`config.mk`:
```
export PLATFORM = sky130hd
export DESIGN_NAME = md4f_fold
export DESIGN_NICKNAME = d
export VERILOG_FILES = /design/src/rtl/core/md4f_pkg.sv /design/src/rtl/core/md4f_fold.sv
export SDC_FILE = /design/constraint.sdc
export NUM_CORES = 1
export LEC_CHECK = 0
export ABC_AREA = 0
export BUFFER_PORTS_ARGS = -buffer_cell sky130_fd_sc_hd__buf_2
export CAP_MARGIN = 40
export CORE_MARGIN = 3
export CORE_UTILIZATION = 51
export CTS_CLUSTER_DIAMETER = 40
export CTS_CLUSTER_SIZE = 30
export DETAILED_ROUTE_END_ITERATION = 8
export PLACE_DENSITY = 0.92
export SLEW_MARGIN = 20
export SYNTH_ARGS = -nofsm -noshare
export SYNTH_HDL_FRONTEND = slang
export SYNTH_SLANG_ARGS = --single-unit
```
`constraint.sdc`:
```
create_clock -name clock -period 4 [get_ports clock]
set_input_delay 0.2 -clock clock [delete_from_list [all_inputs] [get_ports clock]]
set_output_delay 0.2 -clock clock [all_outputs]
set_load 0.005 [all_outputs]
```
`src/rtl/core/md4f_pkg.sv`:
```
// Package for the folded MD4 one-way function: per-step constant tables,
// the round mixing function, the message word source and the cell payload type.
// No dependencies.
`timescale 1ns / 1ps

package md4f_pkg;

   localparam int NUM_STEPS = 48;

   // Chaining values at the start of the block.
   localparam logic [31:0] INIT_A = 32'h67452301;
   localparam logic [31:0] INIT_B = 32'hefcdab89;
   localparam logic [31:0] INIT_C = 32'h98badcfe;
   localparam logic [31:0] INIT_D = 32'h10325476;

   // Message word indexes that carry something other than zero.
   localparam logic [3:0] WIDX_KEY_LO = 4'd0;
   localparam logic [3:0] WIDX_KEY_HI = 4'd1;
   localparam logic [3:0] WIDX_PAD    = 4'd2;
   localparam logic [3:0] WIDX_LEN    = 4'd14;

   localparam logic [31:0] PAD_WORD = 32'h00000080;
   localparam logic [31:0] LEN_WORD = 32'd64;

   // Round codes.
   localparam logic [1:0] ROUND_F = 2'd0;
   localparam logic [1:0] ROUND_G = 2'd1;
   localparam logic [1:0] ROUND_H = 2'd2;

   localparam logic [3:0] WORD_ORDER [0:NUM_STEPS-1] = '{
      4'd0, 4'd1, 4'd2, 4'd3, 4'd4, 4'd5, 4'd6, 4'd7,
      4'd8, 4'd9, 4'd10, 4'd11, 4'd12, 4'd13, 4'd14, 4'd15,
      4'd0, 4'd4, 4'd8, 4'd12, 4'd1, 4'd5, 4'd9, 4'd13,
      4'd2, 4'd6, 4'd10, 4'd14, 4'd3, 4'd7, 4'd11, 4'd15,
      4'd0, 4'd8, 4'd4, 4'd12, 4'd2, 4'd10, 4'd6, 4'd14,
      4'd1, 4'd9, 4'd5, 4'd13, 4'd3, 4'd11, 4'd7, 4'd15
   };

   localparam logic [4:0] SHIFT_AMT [0:11] = '{
      5'd3, 5'd7, 5'd11, 5'd19,
      5'd3, 5'd5, 5'd9, 5'd13,
      5'd3, 5'd9, 5'd11, 5'd15
   };

   localparam logic [31:0] ADD_CONST [0:2] = '{
      32'h00000000, 32'h5A827999, 32'h6ED9EBA1
   };

   // Working state carried from one cell to the next, with the key riding along.
   typedef struct packed {
      logic [31:0] a;
      logic [31:0] b;
      logic [31:0] c;
      logic [31:0] d;
      logic [63:0] key;
   } md4f_stage_type;

   function automatic logic [31:0] md4f_mix(input logic [1:0] round,
                                            input logic [31:0] x,
                                            input logic [31:0] y,
                                            input logic [31:0] z);
      logic [31:0] res;
      case (round)
         ROUND_F: res = (x & y) | (~x & z);
         ROUND_G: res = (x & y) | (x & z) | (y & z);
         default: res = x ^ y ^ z;
      endcase
      return res;
   endfunction

   // The padded block holds the key in words 0 and 1, the pad byte in word 2
   // and the bit length in word 14; every other word is zero.
   function automatic logic [31:0] md4f_msg_word(input logic [3:0] idx,
                                                 input logic [63:0] key);
      logic [31:0] res;
      case (idx)
         WIDX_KEY_LO: res = key[31:0];
         WIDX_KEY_HI: res = key[63:32];
         WIDX_PAD:    res = PAD_WORD;
         WIDX_LEN:    res = LEN_WORD;
         default:     res = 32'd0;
      endcase
      return res;
   endfunction

endpackage

```
`src/rtl/core/md4f_fold.sv`:
```
// Output stage: adds the initial chaining values, folds the digest to 64 bits
// and holds the result for the response channel. Depends on md4f_pkg.
`timescale 1ns / 1ps

module md4f_fold
   import md4f_pkg::*;
(
   input  logic           clock,
   input  logic           reset,
   input  logic           in_valid,
   input  md4f_stage_type in_data,
   output logic           in_hold,
   output logic           rsp_valid,
   output logic [63:0]    rsp_key_out,
   input  logic           rsp_stall
);

   logic        valid_ff, valid_in;
   logic [63:0] key_ff, key_in;
   logic        hold;
   logic [31:0] fa, fb, fc, fd;

   assign hold    = valid_ff & rsp_stall;
   assign in_hold = hold;

   always_comb begin
      fa       = in_data.a + INIT_A;
      fb       = in_data.b + INIT_B;
      fc       = in_data.c + INIT_C;
      fd       = in_data.d + INIT_D;
      key_in   = {fb ^ fd, fa ^ fc};
      valid_in = hold ? valid_ff : in_valid;
   end

   always_ff @(posedge clock) begin
      if (reset) begin
         valid_ff <= 1'b0;
      end else begin
         valid_ff <= valid_in;
      end
   end

   always_ff @(posedge clock) begin
      if (!hold) begin
         key_ff <= key_in;
      end
   end

   assign rsp_valid   = valid_ff;
   assign rsp_key_out = key_ff;

endmodule

```
# After elaboration in Yosys (flattened, before gate mapping)
# Cells that the tools add are included.
totals:
  reg_bits: 65
  ramBits: 0
  latch_bits: 0
  output_inout_bits: 66
  mem_bits_ro: 0
  n_memories: 0
  word_cells: 9
op_classes:
  muxes: 0
  shifts: 0
  magnitude_cmp: 0
  bitwise_logic: 3
  div: 0
  n_mul: 0
  add_sub_neg: 4
  reduce_logical: 0
  eq_ne: 0
ops:
  columns: ["cell", "count"]
  rows:
  - ["32-bit adder, second input constant", 2]
  - ["32-bit bitwise XOR", 2]
  - ["32-bit by 29-bit adder with 32-bit output, second input constant", 1]
  - ["32-bit by 31-bit adder with 32-bit output, second input constant", 1]
  - ["1-bit AND", 1]

# Longest topological paths before layout
depth:
  ltp_word: 2
  mapped_depth: 9
  ltp_nobuf: 8

# Worst setup path after synthesis
# OpenSTA, ideal clock, no wires.
synth_path:
  path_kind: "register to register"
  startpoint: "reg valid_ff (netlist: rsp_valid)"
  endpoint: "reg valid_ff (netlist: rsp_valid)"
  path_stages_with_launch: 5
  slack_ns: 1.788
  synth_period_minus_slack_ns: 2.212
  arrival_time_ns: 2.097
  setup_time_ns: 0.115
  cell_sequence: "dfxtp_1 nand2_1 inv_1 nor2_1 nor2_1"
synth_between:
  elab_chain_cells: 1
synth_lines:
  columns: ["element", "line", "text"]
  rows:
  - ["from (decl)", "md4f_fold.sv:18", "logic valid_ff, valid_in;"]
  - ["from (signal assigned)", "md4f_fold.sv:39", "valid_ff <= valid_in;"]
  - ["1-bit AND", "md4f_fold.sv:23", "assign hold = valid_ff & rsp_stall;"]
  - ["named net in_hold", "md4f_fold.sv:12", "output logic in_hold,"]
# The timed path passes the listed nets, and every way through them passes these cells.
# A chain may end at the register's enable or synchronous reset.

# Final worst setup path
layout_path:
  startpoint: "in in_data[97] in the netlist's numbering"
  endpoint: "reg key_ff[31] (netlist: rsp_key_out[31]) (data pin)"
layout_between:
  elab_chain_cells: 2
layout_lines:
  columns: ["element", "line", "text"]
  rows:
  - ["from (decl)", "md4f_fold.sv:11", "input md4f_stage_type in_data,"]
  - ["32-bit adder", "md4f_fold.sv:29", "fc = in_data.c + INIT_C;"]
  - ["32-bit bitwise XOR", "md4f_fold.sv:31", "key_in = {fb ^ fd, fa ^ fc};"]
  - ["named net key_in[31]", "md4f_fold.sv:19", "logic [63:0] key_ff, key_in;"]
  - ["to (signal assigned)", "md4f_fold.sv:45", "key_ff <= key_in;"]
  - ["to (decl)", "md4f_fold.sv:19", null]
# The timed path passes the listed nets, and every way through them passes these cells.

==> reports/qor.yml <==
status:
  status: "finished, final reports clean"
cts:
  cts_max_path_buffers: 2
  htree_levels: 3
  cts_buffers: 9
  clkSlewWorstSetupHoldPaths_ps: 70
  cts_resized: 0
  holdBufCountCts: 0
  root_buffer: "clkbuf_8"
  clk_latency_ps: 340
  cts_tree: "yes"
  cts_setup_buffers: 0
  cts.sink_count: 65
critical_path:
  cpPeakStageDelay_ps: 530
  r2r_slack_ps: 2570
  r2r-end: "rsp_key_out[29]$_DFFE_PN_"
  r2r_cells: 2
  cp-start-kind: "primary input"
  path_cells: "buf_2, inv_1, ha_1, nor3b_4, a21oi_2, o21ba_1, or4_4, nand3_2, xnor2_1"
  critPathMaxFanout: 10
  worstReg2RegStart: "rsp_valid$_SDFFE_PP0N_"
  crit_path_end_kind: "register"
  cp.required_ps: 4080
  arrival_ps: 2050
  path_class: "in2reg"
  cp_slowest_cell: "or4_4"
timing:
  setup_violations: 0
  period_minus_slack_ps: 1970
  min_period_over_period_pct: 49.3
  slew_headroom_pct: 69.9
  hold_viol_final: 0
  skew_ps: 8.50
  fin_tns_setup_ps: 0
  tightest_slew_ps: 450
  max_clock_freq_mhz: 507
  slew_viol_final: 0
  rsz0062_at_grt: "false"
final_layout:
  synthToLayoutAreaGrowth_pct: 25.0
  post-route-util_pct: 67.2
  insertedDiodeCount: 0
  drive_above_1_share_pct: 30.7
  nFillCells: 804
  nets: 967
job:
  max_cap_viol_count: 0
route:
  ant_nets: 0
  drtIter0Drc: 261
  routed-via-count: 5013
  firstDrtPassIters: 6
  routed_wirelength_mm: 14.1
  route.detailed.drc: 0
  wl_per_cell_um: 15.6
  via_per_inst: 5.54
power:
  power.switching_mw: 0.659
  power.density_nw_per_um2: 329
  ir_worst_vdd_mv: 0.181
  switching_share_pct: 29.6
  pwr-share-comb_pct: 32.2
  pwr-share-seq_pct: 42.7
  p_int_mw: 1.56
  p_clk_share_pct: 25.1
  p_leak_nw: 2.70
logic_synthesis:
  synthTopCellsByArea: "edfxtp_1, xnor2_1, xor2_1, nand2_1, nor2_1"
  async_flop_share_pct: 0
  ys_warn_count: 0
  yosysMostFrequentCell: "xnor2_1"
  synthTopCellsByCount: "xnor2_1, edfxtp_1, nand2_1"
  avgSynthCellArea_um2: 9.55
  postSynthCellCount: 565
  synthesis.nets: 765
  synth-seq-area-share_pct: 36.0
  synth_edf_count: 64
  synth_top_family_by_area: "XOR/XNOR gates"
  synthFlopType: "edfxtp_1"
  ys_ff_latch: 65
  synthMuxAreaShare_pct: 0.185
  synth_fa_ha_area_share_pct: 0.927
  yosys.area.top_type: "edfxtp_1"
  synth_area_um2: 5400
  synth_top_area_share_pct: 35.6
  yosys.area_share.simple_pct: 19.2
  synth_compound_area_share_pct: 13.4
  ys_types: 70
  synthXorXnorAreaFrac_pct: 28.5
placement:
  numPortBuffers: 197
  hpwl_mm: 11.6
  gp_congestion: 0.916
hold_path:
  min_path_type: "in2reg"
  hold_start: "reset"
  hold_end: "rsp_valid$_SDFFE_PP0N_"
  whs_path_depth: 2
grt:
  antenna_found_initial: 0
  grt_pass1_vias: 4729
  grt_max_degree: 38
  met3_usage_pct: 3.49
  grt-ovfl-total: 0
  met1_usage_pct: 29.3
  grt_usage_pct: 24.0
  globalRoute.busiestLayer: "met2"
  grt_first_pass_wirelength_mm: 22.5
  grt_util_met2_pct: 42.5
floorplan:
  initial_core_util_pct: 53.7
  die_height_um: 109
  rows: 36
  dieArea_um2: 11900
  fp.dieW_um: 109
  core_area_um2: 10000
  ioPinCount: 262
cell type report:
type | instances | area [um2] | share of cell area, %
tap | 133 | 166 | 2.47
sequential | 65 | 1940 | 28.8
multi-input combinational | 477 | 3360 | 49.8
inverter | 14 | 52.6 | 0.779
clock buffer | 11 | 141 | 2.10
clock inverter | 5 | 55.1 | 0.816
timing repair buffer | 200 | 1030 | 15.2
how the worst max path moves through the flow:
stage	start	endpoint	slack (ps)	depth (start not counted)
final	in_data[97]	rsp_key_out[31]$_DFFE_PN_	2030	9
after global routing	in_data[97]	rsp_key_out[31]$_DFFE_PN_	1940	9
after CTS	in_data[97]	rsp_key_out[31]$_DFFE_PN_	2060	9
after detailed placement	in_data[97]	rsp_key_out[31]$_DFFE_PN_	1690	9
after global placement	in_data[97]	rsp_key_out[31]$_DFFE_PN_	1730	9
after floorplan	rsp_valid$_SDFFE_PP0N_	rsp_valid$_SDFFE_PP0N_	1790	4
logic make-up (layout without fill, tap and decap cells):
| logic type | count (synthesis) | count (layout) |
|---|---|---|
| DFF | 65 | 65 |
| AOI/OAI and AO/OA | 106 | 106 |
| and+or+nand+nor | 191 | 191 |
| buffers and inverters | 23 | 230 |
| muxes | 1 | 1 |
| adders and majority gates | 4 | 4 |
| xor gates and xnor gates | 175 | 175 |
worst max-delay path, delay by kind of cell:
kind            cells  cell delay (ps)
fa+ha+maj           1              190
xor+xnor            1               60
buf+inv             2              210
compound gates      2              450
simple gates        3              930
power by group through the flow:
stage               clock network, mW  logic (mW)  registers [mW]
floorplan                           0       0.373           0.983
global route                    0.603       0.787           0.961
CTS                             0.573       0.713           0.951
detailed placement                  0       0.711           0.964
finish                          0.559       0.715           0.949
global placement                    0       0.690           0.961
state kept, by name, summed over array words and instances (netlist names):
name         cells
rsp_valid        1
rsp_key_out     64
cells in the final DEF, fill, tap and decap left out, drive strengths merged, types with 4 or more instances in the layout:
master,count
a21o,5
a21oi,25
a31oi,8
and2,7
and3,8
buf,200
clkbuf,11
edfxtp,64
ha,4
inv,14
nand2,45
nand2b,6
nand3,21
nand4,12
nor2,38
nor2b,7
nor3,21
nor4,7
o211ai,6
o21a,6
o21ai,30
or3,5
or4,6
xnor2,135
xor2,40
per-stage QoR:
step	power [mW]	hold WS, ps	cell area (um2)	setup WS (ps)	std cells
6_report	2.22	31.8	6750	2030	905
5_1_grt	2.35	19.5	6750	1940	905
4_1_cts	2.24	6.04	6720	2060	904
3_5_place_dp	1.68	383	6520	1690	888
3_3_place_gp	1.65	387	6520	1730	887
2_1_floorplan	1.36	272	5400	1790	565
metal layers:
layer	wire length, um	part of all wire [%]
met1	5490	39
met2	7210	51
met3	1180	8.3
met4	242	1.7
met5	0	0
Note: power is estimated with default switching activity, not from simulation.
