`src/rtl/core/md4f_pkg.sv`:
```
// Package for the folded MD4 one-way function: per-step constant tables,
// the round mixing function, the message word source and the cell payload type.
// No dependencies.
`timescale 1ns / 1ps

package md4f_pkg;

   localparam int NUM_STEPS = 48;

   // Chaining values at the start of the block.
   localparam logic [31:0] INIT_A = 32'h67452301;
   localparam logic [31:0] INIT_B = 32'hefcdab89;
   localparam logic [31:0] INIT_C = 32'h98badcfe;
   localparam logic [31:0] INIT_D = 32'h10325476;

   // Message word indexes that carry something other than zero.
   localparam logic [3:0] WIDX_KEY_LO = 4'd0;
   localparam logic [3:0] WIDX_KEY_HI = 4'd1;
   localparam logic [3:0] WIDX_PAD    = 4'd2;
   localparam logic [3:0] WIDX_LEN    = 4'd14;

   localparam logic [31:0] PAD_WORD = 32'h00000080;
   localparam logic [31:0] LEN_WORD = 32'd64;

   // Round codes.
   localparam logic [1:0] ROUND_F = 2'd0;
   localparam logic [1:0] ROUND_G = 2'd1;
   localparam logic [1:0] ROUND_H = 2'd2;

   localparam logic [3:0] WORD_ORDER [0:NUM_STEPS-1] = '{
      4'd0, 4'd1, 4'd2, 4'd3, 4'd4, 4'd5, 4'd6, 4'd7,
      4'd8, 4'd9, 4'd10, 4'd11, 4'd12, 4'd13, 4'd14, 4'd15,
      4'd0, 4'd4, 4'd8, 4'd12, 4'd1, 4'd5, 4'd9, 4'd13,
      4'd2, 4'd6, 4'd10, 4'd14, 4'd3, 4'd7, 4'd11, 4'd15,
      4'd0, 4'd8, 4'd4, 4'd12, 4'd2, 4'd10, 4'd6, 4'd14,
      4'd1, 4'd9, 4'd5, 4'd13, 4'd3, 4'd11, 4'd7, 4'd15
   };

   localparam logic [4:0] SHIFT_AMT [0:11] = '{
      5'd3, 5'd7, 5'd11, 5'd19,
      5'd3, 5'd5, 5'd9, 5'd13,
      5'd3, 5'd9, 5'd11, 5'd15
   };

   localparam logic [31:0] ADD_CONST [0:2] = '{
      32'h00000000, 32'h5A827999, 32'h6ED9EBA1
   };

   // Working state carried from one cell to the next, with the key riding along.
   typedef struct packed {
      logic [31:0] a;
      logic [31:0] b;
      logic [31:0] c;
      logic [31:0] d;
      logic [63:0] key;
   } md4f_stage_type;

   function automatic logic [31:0] md4f_mix(input logic [1:0] round,
                                            input logic [31:0] x,
                                            input logic [31:0] y,
                                            input logic [31:0] z);
      logic [31:0] res;
      case (round)
         ROUND_F: res = (x & y) | (~x & z);
         ROUND_G: res = (x & y) | (x & z) | (y & z);
         default: res = x ^ y ^ z;
      endcase
      return res;
   endfunction

   // The padded block holds the key in words 0 and 1, the pad byte in word 2
   // and the bit length in word 14; every other word is zero.
   function automatic logic [31:0] md4f_msg_word(input logic [3:0] idx,
                                                 input logic [63:0] key);
      logic [31:0] res;
      case (idx)
         WIDX_KEY_LO: res = key[31:0];
         WIDX_KEY_HI: res = key[63:32];
         WIDX_PAD:    res = PAD_WORD;
         WIDX_LEN:    res = LEN_WORD;
         default:     res = 32'd0;
      endcase
      return res;
   endfunction

endpackage

```
`src/rtl/core/md4f_cell.sv`:
```
// One MD4 step cell: applies step STEP to the incoming state and registers it.
// Depends on md4f_pkg for the step tables, the mixing function and the payload type.
`timescale 1ns / 1ps

module md4f_cell
   import md4f_pkg::*;
#(
   parameter int STEP = 0
) (
   input  logic           clock,
   input  logic           reset,
   input  logic           in_valid,
   input  md4f_stage_type in_data,
   output logic           in_hold,
   output logic           out_valid,
   output md4f_stage_type out_data,
   input  logic           out_hold
);

   localparam int          RIDX  = STEP / 16;
   localparam logic [1:0]  ROUND = 2'(RIDX);
   localparam int          SIDX  = RIDX * 4 + STEP % 4;
   localparam logic [4:0]  SHAMT = SHIFT_AMT[SIDX];
   localparam logic [4:0]  RSHAMT = 5'(32 - SHAMT);
   localparam logic [3:0]  WIDX  = WORD_ORDER[STEP];
   localparam logic [31:0] KADD  = ADD_CONST[RIDX];

   logic           valid_ff, valid_in;
   md4f_stage_type data_ff, data_in;
   logic           hold;
   logic [31:0]    sum;
   logic [31:0]    rot;

   // The cell keeps its contents only while it is full and the next one holds.
   assign hold    = valid_ff & out_hold;
   assign in_hold = hold;

   always_comb begin
      sum = in_data.a + md4f_mix(ROUND, in_data.b, in_data.c, in_data.d)
            + md4f_msg_word(WIDX, in_data.key) + KADD;
      rot = (sum << SHAMT) | (sum >> RSHAMT);
      // Roles shift by one word per step, so after every four steps the
      // words are back in their original positions.
      data_in.a   = in_data.d;
      data_in.b   = rot;
      data_in.c   = in_data.b;
      data_in.d   = in_data.c;
      data_in.key = in_data.key;
      valid_in    = hold ? valid_ff : in_valid;
   end

   always_ff @(posedge clock) begin
      if (reset) begin
         valid_ff <= 1'b0;
      end else begin
         valid_ff <= valid_in;
      end
   end

   always_ff @(posedge clock) begin
      if (!hold) begin
         data_ff <= data_in;
      end
   end

   assign out_valid = valid_ff;
   assign out_data  = data_ff;

endmodule

```
`config.mk`:
```
export PLATFORM = sky130hd
export DESIGN_NAME = md4f_cell
export DESIGN_NICKNAME = d
export VERILOG_FILES = /design/src/rtl/core/md4f_pkg.sv /design/src/rtl/core/md4f_cell.sv
export SDC_FILE = /design/constraint.sdc
export NUM_CORES = 1
export LEC_CHECK = 0
export BUFFER_PORTS_ARGS = -buffer_cell sky130_fd_sc_hd__buf_2
export CELL_PAD_IN_SITES_DETAIL_PLACEMENT = 1
export CELL_PAD_IN_SITES_GLOBAL_PLACEMENT = 1
export CORE_MARGIN = 1
export CORE_UTILIZATION = 37
export DETAILED_ROUTE_END_ITERATION = 16
export PLACE_DENSITY_LB_ADDON = 0.12
export SYNTH_ARGS = -nofsm -noshare
export SYNTH_HDL_FRONTEND = slang
export SYNTH_SLANG_ARGS = --single-unit
export TNS_END_PERCENT = 5
```
`constraint.sdc`:
```
create_clock -name clock -period 5.4 [get_ports clock]
set_input_delay 0.27 -clock clock [delete_from_list [all_inputs] [get_ports clock]]
set_output_delay 0.27 -clock clock [all_outputs]
set_load 0.05 [all_outputs]
```
---- Word level (Yosys, flattened, before mapping) ----
Cells that the tools add are included.
operators by class
  add/subtract/negate cells ............... 2
  $mul .................................... 0
  divide/modulo/power cells ............... 0
  magnitude comparators ................... 0
  eq/ne operators ......................... 0
  shift-type cells ........................ 0
  mux-type cells .......................... 0
  bitwise logic cells ..................... 6
  reduce and logical (&&, ||, !) cells .... 0
operators by type and width
  cell              count
  $add A32 B32 Y32  2
  $and A32 B32 Y32  2
  $not A32 Y32      1
  $or A32 B3 Y32    1
  $or A32 B32 Y32   1
  $and A1 B1 Y1     1
storage, ports and cells
  flip-flop bits (word level) ............. 193
  bits in latches ......................... 0
  bits in writable memories ............... 0
  memory bits (read-only) ................. 0
  bits of input ports ..................... 196
  output and inout bits ................... 194
  logic and storage cells ................. 14
  memories ................................ 0

---- Logic depth before layout (Yosys ltp) ----
Gate-level depths: netlist of the first run.
  word-level depth ........................ 6
  gate-level depth with buffers ........... 12
  mapped depth without buffers ............ 12

---- Least setup slack after synthesis of the first run ----
OpenSTA, ideal clock, no wires.
  kind .................................... register to register
  start ................................... register valid_ff (netlist: out_valid)
  end ..................................... register valid_ff (netlist: out_valid)
  setup time .............................. 0.123 ns
  data arrival time ....................... 6.545 ns
  data required time ...................... 5.277 ns
  slack ................................... -1.268 ns
  cell stages (with the launch flop) ...... 5
  path buffers ............................ 0
  period minus slack after synthesis ...... 6.668 ns
  cells stage by stage .................... dfxtp_1 > nand2_1 > inv_1 > nor2_1 > nor2_1
on the way
  word-level cells in the longest chain between the ends .. 1
RTL lines
  what                    line             RTL
  start, declared         md4f_cell.sv:28  logic valid_ff, valid_in;
  start signal, assigned  md4f_cell.sv:56  valid_ff <= valid_in;
  $and A1 B1 Y1           md4f_cell.sv:35  assign hold = valid_ff & out_hold;
  via in_hold             md4f_cell.sv:14  output logic in_hold,
The timed path passes the listed nets, and every way through them passes these cells.
A chain may end at the register's enable or synchronous reset.

---- Final worst setup path of the first run ----
  start ................................... input in_data[67] in the netlist's numbering
  end ..................................... register data_ff, in the netlist out_data[157], data pin
on the way
  word-level cells in the longest chain between the ends .. 5
RTL lines
  what                  line             RTL
  start, declared       md4f_cell.sv:13  input md4f_stage_type in_data,
  $and A32 B32 Y32      md4f_pkg.sv:64   ROUND_F: res = (x & y) | (~x & z);
  $or A32 B32 Y32       md4f_pkg.sv:64
  $add A32 B32 Y32      md4f_cell.sv:39  sum = in_data.a + md4f_mix(ROUND, in_data.b, in_data.c, in_data.d)
  $add A32 B32 Y32      md4f_cell.sv:40  + md4f_msg_word(WIDX, in_data.key) + KADD;
  $or A32 B3 Y32        md4f_cell.sv:41  rot = (sum << SHAMT) | (sum >> RSHAMT);
  via rot[29]           md4f_cell.sv:32  logic [31:0] rot;
  end signal, assigned  md4f_cell.sv:62  data_ff <= data_in;
  end, declared         md4f_cell.sv:29  md4f_stage_type data_ff, data_in;
The timed path passes the listed nets, and every way through them passes these cells.

==> results.md, run 1 <==
- Combinational share of power: 0.349
- Slew @ Worst Pin: ~1.0 ns
- Sequential-to-total area share from yosys stat: 0.684
- Number of global-route vias before repair: approximately 6600
- FFs w/ async S/R, synth: 0
- Antenna Nets Post-Route: 0
- Avg Vias per Cell: ~4.9
- CP max-delay cell: dlygate4sd3_1
- Synth Flop Type: edfxtp_1
- Number of buffers created by CTS: 17
- LEAKAGE: ~5 nW
- Crit path launch type: input pin
- Clk pwr share: 0.267
- Data arrival time of the critical path: between 3 and 4 ns
- Final Hold Fails: 0
- Floorplan row count: 54
- Num ports: between 300 and 400
- Syn Nets: between 700 and 800
- Gpl congestion: ~0.84
- TritonCTS clock tree: done
- Status: complete, no violations
- Unrepaired setup endpoints after global routing: false
- Routed WL per cell: between 20 and 25 um
- Post-DP HPWL: between 15000 and 20000 um
- Final net count: roughly 1200
- Max-slew violations: 0
- Max Root-Sink Buffers: 2
- Required @ worst endpoint: about 5.6 ns
- Die Y: between 150 and 200 um
- Commonest cells in the synthesized netlist: 192 x edfxtp_1, 32 x fa_1, 30 x ha_1, 30 x mux2_2, 29 x a21oi_1
- DRT iter0 DRCs: approximately 360
- Clk pin slew, worst setup/hold paths: 0.08 ns
- Hold Path Origin: in_data[116]
- Switching share of power: 0.390
- Cell area power density: 432 nW/um^2
- R2R cell count: 2
- CP Class: input pin to register
- Unique masters post-synth: ~50
- CP Max Fanout: 4
- Slew margin rel.: 0.310
- Crit end category: register
- Slowest stage delay, CP: about 0.53 ns
- VDD IR-drop max: 0.000192 V
- Core area: approximately 22000 sq um
- Worst path cell trace: dlygate4sd3_1 -> buf_2 -> mux2_2 -> fa_1 -> ha_1 -> o21ai_0 -> o21bai_1 -> o2111ai_1 -> a21oi_1 -> a21boi_2 -> o21ai_0 -> xor2_1
- YS warnings: 0
- Part of the cycle the worst path needs: 0.637
- Hold Slack: ~0.019 ns
- Most common cell in the netlist: edfxtp_1
- Cell mode on critical path: o21ai_0
- Setup violators final: 0
- Routed wire length: between 20000 and 25000 um
- Layout cells sized above 1: 0.489
- Initial antenna violation count: 1
- Mean area per synthesized cell: roughly 17 sq um
- EDFF count, synth: roughly 190
- N_diodes: 0
- Area after DPL: 10800 sq um
- Top-area cell type share of the netlist area: 0.681
- Total global-route track usage: 0.213
- Largest net degree at the start of global routing: between 80 and 90
- # fillers: between 2000 and 2500
- Die X: approximately 150 um
- Global-route wire length before repair: 37700 um
- Post-Syn Area: 8460 sq um
- Flop pwr share: 0.384
- Synth area leaders: edfxtp_1 68%, fa_1 7.6%, ha_1 4.4%
- Synth Register Bits: roughly 190
- Pint: around 3.1 mW
- First-pass iteration count of the detailed router: 4
- CTS Sinks: approximately 190
- Fin crit period: 3.44 ns
- Mapped Cells: between 400 and 500
- FF-to-FF Start: out_valid
- Setup TNS: 0 ns
- Congestion Overflow GR: 0
- Worst-Skew Late Latency: around 0.43 ns
- Crit. Startpoint: in_data[67]
- Final Skew: approximately 0.0087 ns
- Switching pwr: approximately 2 mW
- Initial core utilization: 0.383
- Worst hold stages: 1
- Cell area after layout: 11800 sq um
- Fmax: between 200 and 300 MHz
- Clk root buf: clkbuf_16
- PortBufs: between 300 and 400
- R2r setup slk: about 3.3 ns
- Largest area contributor in the synthesized netlist: edfxtp_1
- Die ar.: 23500 sq um
- Htree depth: 4
- CP endpoint: out_data[157]
- R2r endpoint: out_data[173]
- Tot Pwr: around 5 mW
- # DRC: 0
- Routed via count: a little under 6000
- HP Class: input pin to register
- Maxcap violations: 0
- Area grow syn2layout: 39.5%
[per-stage QoR]
| step | setup WS [ns] | util | cells |
|---|---|---|---|
| floorplan | 1.14 | - | 488 |
| global placement | 2.03 | 0.487 | 1154 |
| detailed placement | 1.88 | 0.487 | 1154 |
| CTS | 2.36 | 0.530 | 1216 |
| global route | 1.78 | 0.535 | 1227 |
| finish | 1.96 | 0.535 | 1227 |
[sequential cells by signal, summed over array words and instances, names as in the netlist]
register and flops:
out_valid 1, out_data 192
[cell type report]
cell class | instances | area (sq um) | area share
sequential | 193 | 5790 | 0.490
clock buffer | 17 | 425 | 0.0360
clock inverter | 15 | 208 | 0.0176
inverter | 12 | 45.0 | 0.00381
timing repair buffer | 432 | 2370 | 0.201
multi-input combinational | 278 | 2620 | 0.222
tap | 280 | 350 | 0.0297
[cell families (layout without fill, tap and decap cells)]
logic type,Yosys count,count (layout),synth area share
flip-flops,193,193,0.684
AO/OA/AOI/OAI,89,89,0.0756
AND/OR/NAND/NOR,63,63,0.0370
adder cells (fa/ha/maj),62,62,0.120
multiplexers,33,33,0.0435
XOR/XNOR,31,31,0.0321
buffers and inverters,17,476,0.00828
[power groups by stage]
stage	combinational, mW	sequential [mW]	clock [mW]
floorplan	0.533	2.73	0
global placement	1.74	1.99	0
detailed placement	1.76	2.00	0
CTS	1.79	1.96	1.39
global route	1.88	1.98	1.45
finish	1.78	1.96	1.36
[per-layer routing]
layer / global-route usage / share of wire / routed length (um) / vias up
li1: - / - / - / 2776
met1: 0.231 / 0.37 / 9240 / 2920
met2: 0.394 / 0.54 / 13300 / 231
met3: 0.0663 / 0.067 / 1660 / 40
met4: 0.0697 / 0.023 / 572 / 2
met5: 0 / 0.00069 / 17 / -
[cell usage in the layout (no fill, tap or decap), types with 3 or more instances in the layout]
cell,count
buf_2,389
edfxtp_1,192
dlygate4sd3_1,41
fa_1,32
mux2_2,30
ha_1,30
a21oi_1,29
nand2_1,24
xnor2_1,19
clkbuf_16,17
nor2_1,15
o21ai_0,13
inv_1,12
xor2_1,12
o21bai_1,8
nand4_1,5
a21o_1,5
inv_8,5
nor3_1,4
nor2b_1,4
mux2i_1,3
a211o_1,3
a211oi_1,3
o211ai_1,3
a41oi_1,3
[worst max-delay path: cells and delay by family]
family,cells,cell delay (ns)
xor gates and xnor gates,1,0.17
AOI/OAI and AO/OA,6,1.41
adders and majority gates,2,0.84
buffers and inverters,2,0.66
muxes,1,0.26
[how the worst min path moves through the flow]
| stage | endpoint | slack (ns) |
|---|---|---|
| after floorplan | out_valid | 0.34 |
| after global placement | out_valid | 0.43 |
| after detailed placement | out_valid | 0.43 |
| after CTS | out_data[84] | 0.001 |
| after global routing | out_data[179] | 0.0002 |
| final | out_data[84] | 0.02 |
[repair_timing]
action | 4_1_cts | 5_1_grt
resized for setup | 0 | 0
hold endpoints to repair | 30 | 11
hold buffers | 30 | 11
setup buffers | 0 | 0
endpoints found under the setup margin | 0 | 0
Note: power is estimated with default switching activity, not from simulation.
==> run 2, diff against run 1 <==
Settings changed: ABC_AREA from default to 1, CORE_UTILIZATION 37 to 33.
Clock period 5.4 ns to 2.8 ns, I/O delays scaled along.
==> run 2 against run 1 <==
Against the previous run:
- via count is 25% higher
- clock power increased by 81%
- clock skew up 0.0038 ns
- synthesized cell count increased by 51%
- non-clock buffer count increased by 132
- final cell count is 36% higher
- critical path type unchanged
- sequential cell count unchanged
- critical path depth grew 2
- largest cell class unchanged
- wire length up 18%
- utilization is 1.5 points lower
==> results.md, run 2 <==
- Number of buffers created by CTS: 17 (unchanged)
- Mapped Cells: 736 (+51%)
- Hold Slack: 0.219 ns (+0.201 ns)
- Tot Pwr: 10.0 mW (+97%)
- CP Max Fanout: 4 (unchanged)
- Crit end category: register
- Total global-route track usage: 0.209 (-0.00414)
- Final Hold Fails: 0 (unchanged)
- Clk root buf: clkbuf_16
- Antenna Nets Post-Route: 0 (unchanged)
- Num ports: 390 (unchanged)
- Setup violators final: 0 (unchanged)
- Fin crit period: between 2 and 3 ns
- CP Class: input pin to register
- Global-route wire length before repair: 44700 um (+18%)
- Non-filler cells, final: 1674 (+36%)
- Utilization after layout: 0.520 (-0.0147)
- Data arrival time of the critical path: 2.92 ns (-0.70 ns)
- DRT iter0 DRCs: 338 (-6.9%)
- Max FFs per register: 192 (unchanged)
- Required @ worst endpoint: 2.99 ns (-2.59 ns)
- HP Class: input pin to register
- Unrepaired setup endpoints after global routing: true
- Sequential-to-total area share from yosys stat: 0.637 (-0.0467)
- Worst-Skew Late Latency: 0.43 ns (about the same)
- DP Cell Count: 1475 (+28%)
- Routed WL per cell: 17.5 um (-13%)
- Commonest cells in the synthesized netlist: 211 x nand2_1, 192 x edfxtp_1, 103 x inv_1
- Number of global-route vias before repair: 8174 (+24%)
- Slew margin rel.: 0.623 (+0.313)
- Post-Syn Area: 9080 sq um (+7.3%)
- Initial core utilization: 0.337 (-0.0460)
- Avg Vias per Cell: 4.47 (-8.2%)
- Core area: 27000 sq um (+22%)
- Setup TNS: 0 ns (unchanged)
- Initial antenna violation count: 2 (+1)
- Area grow syn2layout: 54.2%
- Htree depth: 4 (unchanged)
- Congestion Overflow GR: 0 (unchanged)
- Floorplan row count: 60 (+11%)
- # DRC: 0 (unchanged)
- Routed via count: 7478 (+25%)
- Crit path launch type: input pin
- YS warnings: 0 (unchanged)
- Cell area power density: 717 nW/um^2 (+66%)
- Routed wire length: 29300 um (+18%)
- PortBufs: 389 (unchanged)
- Die ar.: 28200 sq um (+20%)
- Mean area per synthesized cell: 12.3 sq um (-29%)
- Synth area leaders: edfxtp_1 63%, nand2_1 8.7%, fa_1 7.1%
- Max-slew violations: 0 (unchanged)
- Largest area contributor in the synthesized netlist: edfxtp_1
- Fmax: about 370 MHz
- First-pass iteration count of the detailed router: 4 (unchanged)
- VDD IR-drop max: 0.000300 V (+56%)
- Final net count: 1577 (+32%)
- Status: complete, no violations
- Largest net degree at the start of global routing: 67 (-17%)
- Synth Flop Type: edfxtp_1
- Final Skew: 0.0125 ns (+0.00380 ns)
- Synth Register Bits: 193 (unchanged)
- LEAKAGE: 6.60 nW (+28%)
- Part of the cycle the worst path needs: 0.978
- Commonest non-fill, non-tap cell in the layout: buf_2
- EDFF count, synth: 192 (unchanged)
- Post-DP HPWL: 21200 um (+12%)
- Layout cells sized above 1: 0.399 (-0.0895)
- Max Root-Sink Buffers: 2 (unchanged)
- Top-area cell type share of the netlist area: 0.635 (-0.0465)
- Commonest non-fill, non-tap cells in the layout: 388 x buf_2, 198 x nand2_1, 192 x edfxtp_1
- Die X: 168 um (+9.6%)
- Slew @ Worst Pin: 0.565 ns (-0.469 ns)
- Die Y: 168 um (+9.6%)
- Most common cell in the netlist: nand2_1
- Syn Nets: 994 (+33%)
- CTS Sinks: 193 (unchanged)
- Gpl congestion: 0.806 (-4.3%)
- Clk pin slew, worst setup/hold paths: 0.08 ns (about the same)
- TritonCTS clock tree: done
- Unique masters post-synth: 24 (-51%)
- FFs w/ async S/R, synth: 0 (unchanged)
- Maxcap violations: 0 (unchanged)
run 2: changes by cell type in the layout (fill, tap and decap cells not counted), sizes merged, moves of 5 or more:
cell,change
a21oi,-12
inv,+93
nand3,+27
nand2,+195
o21bai,-5
dlygate4sd3,+121
buf,+11
xnor2,-19
nor2,+27
o21ai,-14
run 2: through the flow:
step | setup slack, ns | cell area [sq um]
6_report | 0.0622 | 14000
5_1_grt | -0.0396 | 14000
4_1_cts | 0.00921 | 13800
3_5_place_dp | 0.0426 | 11600
3_3_place_gp | 0.0852 | 11600
2_1_floorplan | 0.331 | 9100
run 2: cells by family (layout without fill, tap and decap cells):
group | after synthesis | count (layout) | share of synthesized area
simple gates | 302 | 302 | 0.138
other cells | 0 | 1 | 0
mux | 31 | 31 | 0.0383
flops | 193 | 193 | 0.637
xor+xnor | 16 | 16 | 0.0154
compound gates | 25 | 25 | 0.0157
buf+inv | 107 | 703 | 0.0442
fa+ha+maj | 62 | 62 | 0.112
run 2: path summary, 6_finish.rpt:
kind | start | endpoint | slack (ns) | depth (start not counted)
setup / recovery | in_data[97] | out_data[148] | 0.06 | 14
hold / removal | in_data[160] | out_data[131] | 0.22 | 4
setup reg to reg | out_valid | out_valid | 0.81 | 5
hold reg to reg | out_valid | out_data[40] | 1.07 | 1
run 2: per-layer routing:
layer / vias up / wire (um) / GRT usage
met3: 32 / 1890 / 0.0524
met4: 2 / 523 / 0.0662
met5: - / 17 / 0
met2: 238 / 15300 / 0.382
li1: 3621 / - / -
met1: 3585 / 11500 / 0.239
run 2: area by class of cell:
cell class / instances / area (sq um)
clock inverter: 15 / 165
tap: 341 / 427
clock buffer: 17 / 425
fill: 2972 / 12900
inverter: 107 / 402
timing repair buffer: 564 / 3690
multi-input combinational: 436 / 3110
sequential: 193 / 5790
antenna: 1 / 2.50
run 2: critical path, cell delays in order:
cell,delay [ns]
dlygate4sd3_1,0.54
buf_2,0.14
mux2_4,0.28
fa_1,0.50
ha_4,0.19
fa_2,0.40
nand3_2,0.10
nand3_2,0.08
nand2_2,0.07
nand2_2,0.08
buf_4,0.14
nand2_1,0.05
nand2_1,0.07
xor2_1,0.14
run 2: report_power, final:
group | internal, mW | switching (mW)
combinational | 1.12 | 2.72
sequential | 3.64 | 0.0961
clock | 1.20 | 1.26
total | 5.96 | 4.08
run 2: repair_timing:
item                                   4_1_cts  5_1_grt
setup endpoints to repair                    0       18
hold buffers                               162        0
endpoints found under the hold margin      161        0
setup buffers                                0        5
gates resized for setup                      0       50
